--- src/hw/rtl/pmlm_ram.sv ---
// Generic single write port, single read port RAM with registered read data.
module pmlm_ram
   #(
   parameter int WIDTH = 8,
   parameter int DEPTH = 16
   )
   (
   input  logic                     clock,
   input  logic                     wr_en,
   input  logic [$clog2(DEPTH)-1:0] wr_addr,
   input  logic [WIDTH-1:0]         wr_data,
   input  logic                     rd_en,
   input  logic [$clog2(DEPTH)-1:0] rd_addr,
   output logic [WIDTH-1:0]         rd_data
   );

   logic [WIDTH-1:0] mem [DEPTH];
   logic [WIDTH-1:0] rd_data_ff;

   // Write port.
   always_ff @(posedge clock) begin
      if (wr_en) begin
         mem[wr_addr] <= wr_data;
      end
   end

   // Registered read port; data holds while no read is issued.
   always_ff @(posedge clock) begin
      if (rd_en) begin
         rd_data_ff <= mem[rd_addr];
      end
   end

   assign rd_data = rd_data_ff;

endmodule

--- config.mk ---
export PLATFORM = sky130hd
export DESIGN_NAME = pmlm_ram
export DESIGN_NICKNAME = d
export VERILOG_FILES = /design/src/hw/rtl/pmlm_ram.sv
export SDC_FILE = /design/constraint.sdc
export NUM_CORES = 1
export LEC_CHECK = 0
export ABC_AREA = 1
export BUFFER_PORTS_ARGS = -buffer_cell sky130_fd_sc_hd__buf_2
export CAP_MARGIN = 40
export CELL_PAD_IN_SITES_DETAIL_PLACEMENT = 1
export CELL_PAD_IN_SITES_GLOBAL_PLACEMENT = 2
export CORE_UTILIZATION = 44
export CTS_CLUSTER_SIZE = 16
export DETAILED_ROUTE_END_ITERATION = 7
export PLACE_DENSITY_LB_ADDON = 0.08
export REMOVE_ABC_BUFFERS = 1
export SLEW_MARGIN = 20
export SYNTH_ARGS = -nofsm -noshare
export SYNTH_HDL_FRONTEND = slang
export SYNTH_SLANG_ARGS = --single-unit
--- constraint.sdc ---
create_clock -name clock -period 1.7 [get_ports clock]
set_input_delay 0 -clock clock [delete_from_list [all_inputs] [get_ports clock]]
set_output_delay 0 -clock clock [all_outputs]
set_load 0.01 [all_outputs]
==> results.ini, run 1 <==
[setup_path]
worst_ep_required_time_ns = 1.87
cp_cell_sequence = inv_1 -> nand2_1 -> nand3_1 -> nand3_1 -> nand3_1 -> nand2_1
cpPeakStageDelay_ns = 0.37
end_kind = flop
crit_top_cell = nand3_1
crit_cells = 6
r2r_end = rd_data[4]
slowest_stage = edfxtp_1
setup.worst_path.start = mem[8][4]
path_max_fanout = 1
regToRegSetupSlack_ns = 0.45
crit_path_end = rd_data[4]
critPathBufInv = 1
rr_worst_depth = 6
crit_family = simple AND/OR/NAND/NOR gates
arrival_ns = 1.42
critical_path_class = reg2reg
timing.rr.start = mem[8][4]
critPathLaunchType = flop

[final_layout]
multi_input_area_mm2 = 0.00121
nets = 616
fin_util = 0.531
drive_gt1_frac = 0.126
final_cells = 782
syn_to_final_growth_pct = 15.9
antenna_cells = 0
postLayoutCellArea_mm2 = 0.00678
fillers = 1410
regArea_mm2 = 0.00408

[clock_tree]
cts_tree = yes
cts_buffers = 17
clk_latency_ns = 0.42
cts_max_path_buffers = 2
clk_pin_slew_ns = 0.06
htreeDepth = 4
cts.sinks = 136
clockRootBuffer = clkbuf_16
post_cts_buffers = 0

[drt]
drc = 0
vias_per_cell = 5.02
routed_wl_mm = 15.0
firstDrtPassIters = 5
num_vias = 3922
wire_per_inst_um = 19.1
first_iter_violations = 239
ant_nets = 0

[synthesis]
ys_types = 11
synth_cells = 551
seq_area_frac_synth = 0.698
synthAdderAreaFrac = 0
yosysWarnings = 0
syn_area_mm2 = 0.00585
synth_compound_area_frac = 0
ys_ff_latch = 136
synth_xor_area_frac = 0
avgSynthCellArea_um2 = 10.6
synth.area.mux_share = 0
synth_top_family_by_area = simple AND/OR/NAND/NOR gates
synth-simple-area-share = 0.208

[global_route]
grt_max_degree = 65
first_global_vias = 3884
antenna_found_initial = 0
grt_pass1_wl_mm = 22.5
grt_overflow = 0
grt.total_usage = 0.242

[timing]
drv_slew = 0
max_freq_mhz = 801
grt_setup_unrepaired = false
period_share = 0.734
fin_tns_setup_ns = 0
setup_viol = 0
max_slew_margin = 0.560
worstMarginPinSlew_ns = 0.660
hold_ws_ns = 0.00976
finalClockSkew_ns = 0.00370
period_minus_slack_ns = 1.25
hold_viol_final = 0

[place]
gp_congestion = 0.784
dp_cells = 748
portBuffers = 26
place_area_mm2 = 0.00624
dp.final_hpwl_mm = 9.67

[pwr]
irDropWorstVdd_mv = 0.554
powerDensity_mw_per_mm2 = 1110
p_leak_nw = 2.93

[run_status]
status = finished, final reports clean

[die]
fp.dieW_um = 117
fp.dieArea_mm2 = 0.0138
num_rows = 41
start_util = 0.458
core_mm2 = 0.0128
die_height_um = 117
ios = 27

[hold_path]
hold_class = in2reg

[job]
drv_cap = 0

[routing by layer]
| metal | share of wire | GRT usage |
|---|---|---|
| met5 | 0 | 0 |
| met4 | 0.014 | 0.0878 |
| met3 | 0.048 | 0.0422 |
| met2 | 0.47 | 0.386 |
| met1 | 0.46 | 0.333 |
[where the power goes]
group / leakage (nW) / total (mW) / switching, mW / internal [mW]
registers: 1.24 / 3.81 / 0.0280 / 3.78
clock network: 0.260 / 3.26 / 1.30 / 1.96
logic: 1.44 / 0.488 / 0.345 / 0.142
[cell type report]
type	count	share of cell area
Timing Repair Buffer	51	0.0532
Clock inverter	13	0.0129
Inverter	102	0.0565
Multi-Input combinational cell	289	0.179
Clock buffer	19	0.0639
Sequential cell	136	0.603
Tap cell	172	0.0318
[Yosys cell counts]
library cell  count  area share
nand3b_1          2      0.0026
nand3_1          97       0.083
buf_2            13       0.011
nand2_1         173        0.11
buf_6             6       0.012
inv_2             2      0.0013
buf_4             4      0.0051
inv_1           100       0.064
buf_1             1     0.00064
nor2_1           17       0.011
edfxtp_1        136        0.70
[logic make-up after synthesis]
| logic type | Yosys count |
|---|---|
| buffers and inverters | 126 |
| AND/OR/NAND/NOR | 289 |
| flip-flops | 136 |
[worst register-to-register path: stages, from the launching register on]
cell,delay [ns]
edfxtp_1,0.37
inv_1,0.06
nand2_1,0.05
nand3_1,0.07
nand3_1,0.19
nand3_1,0.20
nand2_1,0.06
[worst min-delay path by stage]
stage                           from    endpoint  depth (start not counted)
after floorplan           wr_data[0]   mem[0][0]                          0
after global placement         rd_en  rd_data[1]                          1
after detailed placement       rd_en  rd_data[1]                          1
after CTS                 wr_data[7]   mem[7][7]                          1
after global routing      wr_data[7]   mem[8][7]                          1
final                     wr_data[7]   mem[7][7]                          1
[cells in the final DEF, fill, tap and decap left out]
cell type / instances
buf_12: 3
buf_2: 26
buf_4: 20
bufinv_16: 1
clkbuf_1: 2
clkbuf_16: 17
clkinv_1: 4
clkinv_2: 7
clkinvlp_4: 1
dlygate4sd3_1: 2
edfxtp_1: 136
inv_1: 100
inv_2: 2
nand2_1: 173
nand3_1: 97
nand3b_1: 2
nor2_1: 17
[registers in the layout (all words and copies together), names as in the netlist]
name,count
rd_data,8
mem,128
[through the flow]
stage | total power [mW] | setup WS (ns)
after global routing | 7.80 | 0.425
after global placement | 4.36 | 0.291
after CTS | 7.61 | 0.475
after floorplan | 4.08 | 0.579
after detailed placement | 4.37 | 0.281
final | 7.56 | 0.452
[what timing repair did]
action,in CTS,in global routing
resized for setup,0,0
hold buffers,2,0
endpoints found under the hold margin,24,0
Power figures use the tool's default switching activity.
==> inputs of run 2 (changes only) <==
--- a/config.mk
+++ b/config.mk
@@ -10,7 +10,7 @@
 export CAP_MARGIN = 40
 export CELL_PAD_IN_SITES_DETAIL_PLACEMENT = 1
 export CELL_PAD_IN_SITES_GLOBAL_PLACEMENT = 2
-export CORE_UTILIZATION = 44
+export CORE_UTILIZATION = 37
 export CTS_CLUSTER_SIZE = 16
 export DETAILED_ROUTE_END_ITERATION = 7
 export PLACE_DENSITY_LB_ADDON = 0.08
==> constraint.sdc (replaced) <==
create_clock -name clock -period 1.1 [get_ports clock]
set_input_delay 0 -clock clock [delete_from_list [all_inputs] [get_ports clock]]
set_output_delay 0 -clock clock [all_outputs]
set_load 0.01 [all_outputs]
==> results.ini, run 2 (synthesis gave the netlist of run 1 again) <==
[hold_path]
hold_path_depth = 1
hold_class = in2reg
hold_end = mem[10][2]
hp-start = wr_data[2]

[final_layout]
nets = 630
regArea_mm2 = 0.00408
final_common_cell = nand2_1
largest_register = mem
antenna_cells = 0
largest_reg_flops = 128
multi_input_area_mm2 = 0.00138
fillers = 1711
syn_to_final_growth_pct = 23.6
drive_gt1_frac = 0.205
fin_util = 0.472
layout_common_cells = nand2_1 (170), edfxtp_1 (136), inv_1 (98)

[global_route]
grt_max_degree = 33
first_global_vias = 4073
grt_pass1_wl_mm = 24.0
grt_overflow = 0
grt.total_usage = 0.207
antenna_found_initial = 0

[setup_path]
rr_worst_depth = 6
path_max_fanout = 1
cp_cell_sequence = inv_1 -> nand2_1 -> nand3_2 -> nand3_1 -> nand3_2 -> nand2_1
end_kind = flop
crit_family = simple AND/OR/NAND/NOR gates
slowest_stage = edfxtp_1
worst_ep_required_time_ns = 1.28
critPathLaunchType = flop
critical_path_class = reg2reg
cpPeakStageDelay_ns = 0.37
timing.rr.start = mem[12][4]
critPathBufInv = 1
r2r_end = rd_data[4]
regToRegSetupSlack_ns = 0.03
arrival_ns = 1.24

[clock_tree]
cts_buffers = 17
cts_max_path_buffers = 2
clockRootBuffer = clkbuf_16
cts_tree = yes
clk_pin_slew_ns = 0.06
cts.sinks = 136
clk_latency_ns = 0.42
htreeDepth = 4
post_cts_buffers = 0

[timing]
drv_slew = 0
hold_ws_ns = -0.0100
worstMarginPinSlew_ns = 0.429
max_slew_margin = 0.714
setup_viol = 0
period_minus_slack_ns = 1.07
finalClockSkew_ns = 0.00973
grt_setup_unrepaired = true
max_freq_mhz = 938
period_share = 0.969
hold_viol_final = 14
fin_tns_setup_ns = 0

[drt]
ant_nets = 0
drc = 0
wire_per_inst_um = 18.3
vias_per_cell = 4.79
firstDrtPassIters = 4
first_iter_violations = 223
routed_wl_mm = 15.3
num_vias = 4000

[run_status]
violations = negative hold slack
status = finished, violations left

[place]
gp_congestion = 0.720
portBuffers = 26
dp.final_hpwl_mm = 9.78

[pwr]
comb_power_share = 0.069
powerDensity_mw_per_mm2 = 1720
p_sw_mw = 2.75
p_total_mw = 12.4
pwr-share-clk = 0.458
irDropWorstVdd_mv = 1.13
p_int_mw = 9.67
p_seq_frac = 0.473
p_leak_nw = 3.10
switching_share = 0.222

[die]
num_rows = 45
core_mm2 = 0.0153
ios = 27
fp.dieW_um = 128
die_height_um = 128
fp.dieArea_mm2 = 0.0163
start_util = 0.382

[job]
drv_cap = 0

## run 2: cell type report
class | instances | area share
timing repair buffer | 65 | 0.0741
multi-input combinational | 289 | 0.190
tap | 211 | 0.0365
clock buffer | 18 | 0.0594
inverter | 102 | 0.0530
clock inverter | 14 | 0.0218
sequential | 136 | 0.565
## run 2: power groups by stage
stage	combinational, mW	sequential, mW	clock [mW]
after global placement	0.797	5.98	0
after floorplan	0.313	5.99	0
after detailed placement	0.813	5.98	0
after CTS	0.842	5.88	5.79
after global routing	0.956	5.88	5.98
final	0.859	5.88	5.69
## run 2: metrics by stage
stage	instance area (µm²)	hold WS, ns	instances	setup WS [ns]
3_5_place_dp	6430	0.413	798	-0.184
2_1_floorplan	5680	0.0989	527	-0.0206
3_3_place_gp	6430	0.415	798	-0.170
5_1_grt	7230	0.00163	835	-0.0358
4_1_cts	7090	0.00264	835	0.000195
6_report	7230	-0.0100	835	0.0344
## run 2: how the worst max path moves through the flow
stage | end | cells past startpoint | startpoint | slack, ns
after detailed placement | rd_data[2] | 9 | rd_addr[0] | -0.18
after global routing | rd_data[2] | 6 | mem[1][2] | -0.04
after floorplan | rd_data[2] | 6 | rd_addr[0] | -0.02
after CTS | rd_data[6] | 6 | mem[13][6] | 0.0002
final | rd_data[4] | 6 | mem[12][4] | 0.03
after global placement | rd_data[2] | 9 | rd_addr[0] | -0.17
## run 2: metal layers
layer  part of all wire  up-vias  track usage
met3              0.027       17       0.0484
met5                  0        -            0
met1               0.46     2017        0.269
li1                   -     1901            -
met4              0.014        0       0.0609
met2               0.50       65        0.347
## run 2: what timing repair did
item,in CTS,in global routing
pin swaps,0,17
gates resized for setup,5,31
hold buffers,5,0
hold endpoints to repair,63,0
endpoints found under the setup margin,5,8
==> inputs of run 3 (changes only) <==
--- a/config.mk
+++ b/config.mk
@@ -13,7 +13,7 @@
 export CORE_UTILIZATION = 37
 export CTS_CLUSTER_SIZE = 16
 export DETAILED_ROUTE_END_ITERATION = 7
-export PLACE_DENSITY_LB_ADDON = 0.08
+export PLACE_DENSITY_LB_ADDON = 0.1
 export REMOVE_ABC_BUFFERS = 1
 export SLEW_MARGIN = 20
 export SYNTH_ARGS = -nofsm -noshare
==> results.ini, run 3 (synthesis gave the netlist of run 1 again) <==
[run_status]
status = finished, final reports clean

[timing]
grt_setup_unrepaired = true
hold_viol_final = 0
period_minus_slack_ns = 1.09
period_share = 0.995
worstMarginPinSlew_ns = 0.389
max_slew_margin = 0.740
max_freq_mhz = 914
drv_slew = 0
setup_viol = 0
finalClockSkew_ns = 0.00976

[die]
num_rows = 45
ios = 27
fp.dieW_um = 128
fp.dieArea_mm2 = 0.0163
start_util = 0.382
die_height_um = 128
core_mm2 = 0.0153

[job]
drv_cap = 0

[pwr]
p_int_mw = 9.18
p_sw_mw = 2.60
p_total_mw = 11.8
switching_share = 0.221
comb_power_share = 0.078
p_leak_nw = 3.10
pwr-share-clk = 0.423
powerDensity_mw_per_mm2 = 1630
p_seq_frac = 0.499
irDropWorstVdd_mv = 1.18

[setup_path]
worst_ep_required_time_ns = 1.27
cpPeakStageDelay_ns = 0.36
crit_family = simple AND/OR/NAND/NOR gates
cp_cell_sequence = inv_1 -> nand2_1 -> nand3_1 -> nand3_2 -> nand3_2 -> nand2_1
critPathBufInv = 1
critical_path_class = reg2reg
critPathLaunchType = flop
arrival_ns = 1.26
slowest_stage = edfxtp_1
end_kind = flop
path_max_fanout = 1

[place]
dp.final_hpwl_mm = 10.3
gp_congestion = 0.770
place_area_mm2 = 0.00641
portBuffers = 26

[global_route]
antenna_found_initial = 0
grt_pass1_wl_mm = 24.8
grt.total_usage = 0.215
grt_overflow = 0
first_global_vias = 4188
grt_max_degree = 40

[final_layout]
postLayoutCellArea_mm2 = 0.00723
multi_input_area_mm2 = 0.00151
largest_reg_flops = 128
fillers = 1666
antenna_cells = 0
drive_gt1_frac = 0.232
final_common_cell = nand2_1
syn_to_final_growth_pct = 23.6
largest_register = mem
nets = 624
layout_common_cells = nand2_1 (168), edfxtp_1 (136), inv_1 (99)
regArea_mm2 = 0.00408

[drt]
routed_wl_mm = 15.8
vias_per_cell = 4.76
ant_nets = 0
firstDrtPassIters = 4
first_iter_violations = 254
drc = 0
num_vias = 3933
wire_per_inst_um = 19.2

[clock_tree]
htreeDepth = 4
clk_pin_slew_ns = 0.05
clk_latency_ns = 0.42
cts_buffers = 17
cts.sinks = 136
cts_max_path_buffers = 2
cts_tree = yes
post_cts_buffers = 0
clockRootBuffer = clkbuf_16

[hold_path]
hold_class = in2reg

## run 3: cell types whose count changed in the layout (fill, tap and decap cells not counted), sizes merged
cell and change:
clkinvlp -4, dlygate4sd3 -4, bufinv -2, clkbuf +5
buf -2, clkinv -1
## run 3: final cells by class
| type | instances | share of cell area |
|---|---|---|
| multi-input cells | 289 | 0.209 |
| clock buffers | 23 | 0.0620 |
| inverters | 102 | 0.0530 |
| flip-flops and latches | 136 | 0.565 |
| repair buffers | 59 | 0.0665 |
| well taps | 211 | 0.0365 |
| clock inverters | 7 | 0.00762 |
## run 3: routing by layer
metal	global-route usage	vias up	wire, µm
met2	0.338	75	7350
met4	0.0671	0	251
met5	0	-	0
met3	0.0476	16	551
met1	0.298	1957	7700
li1	-	1885	-
## run 3: final timing paths
path,cells past startpoint,endpoint,slack (ns),startpoint
worst min register to register,6,rd_data[4],0.77,mem[2][4]
worst max register to register,6,rd_data[2],0.006,mem[8][2]
worst max-delay path,6,rd_data[2],0.006,mem[8][2]
worst min-delay path,1,mem[13][4],0.01,wr_data[4]
## run 3: metrics by stage
stage	TNS (ns)	hold slack, ns	cells	util	worst slack (ns)
2_1_floorplan	-0.109	0.0989	527	-	-0.0206
3_3_place_gp	-1.12	0.394	796	0.419	-0.201
3_5_place_dp	-1.12	0.394	796	0.419	-0.195
4_1_cts	-0.0267	0.00465	827	0.460	-0.0141
5_1_grt	-0.292	0.0127	827	0.472	-0.0678
6_report	0	0.0113	827	0.472	0.00590
## run 3: power groups by stage
stage / clock, mW / combinational, mW / sequential (mW)
floorplan: 0 / 0.313 / 5.99
global placement: 0 / 0.826 / 5.98
detailed placement: 0 / 0.837 / 5.98
CTS: 5.07 / 0.882 / 5.88
global route: 5.27 / 1.01 / 5.89
finish: 4.98 / 0.917 / 5.88
## run 3: timing repair
action / 4_1_cts / 5_1_grt
hold buffers: 1 / 0
pin swaps: 7 / 16
hold endpoints to repair: 8 / 0
gates resized for setup: 24 / 39
setup endpoints to repair: 8 / 8
## run 3: worst register-to-register path: cells and delay by family, from the launching register on
kind | cells | cell delay [ns]
buffers and inverters | 1 | 0.07
AND/OR/NAND/NOR | 5 | 0.41
flip-flops | 1 | 0.36
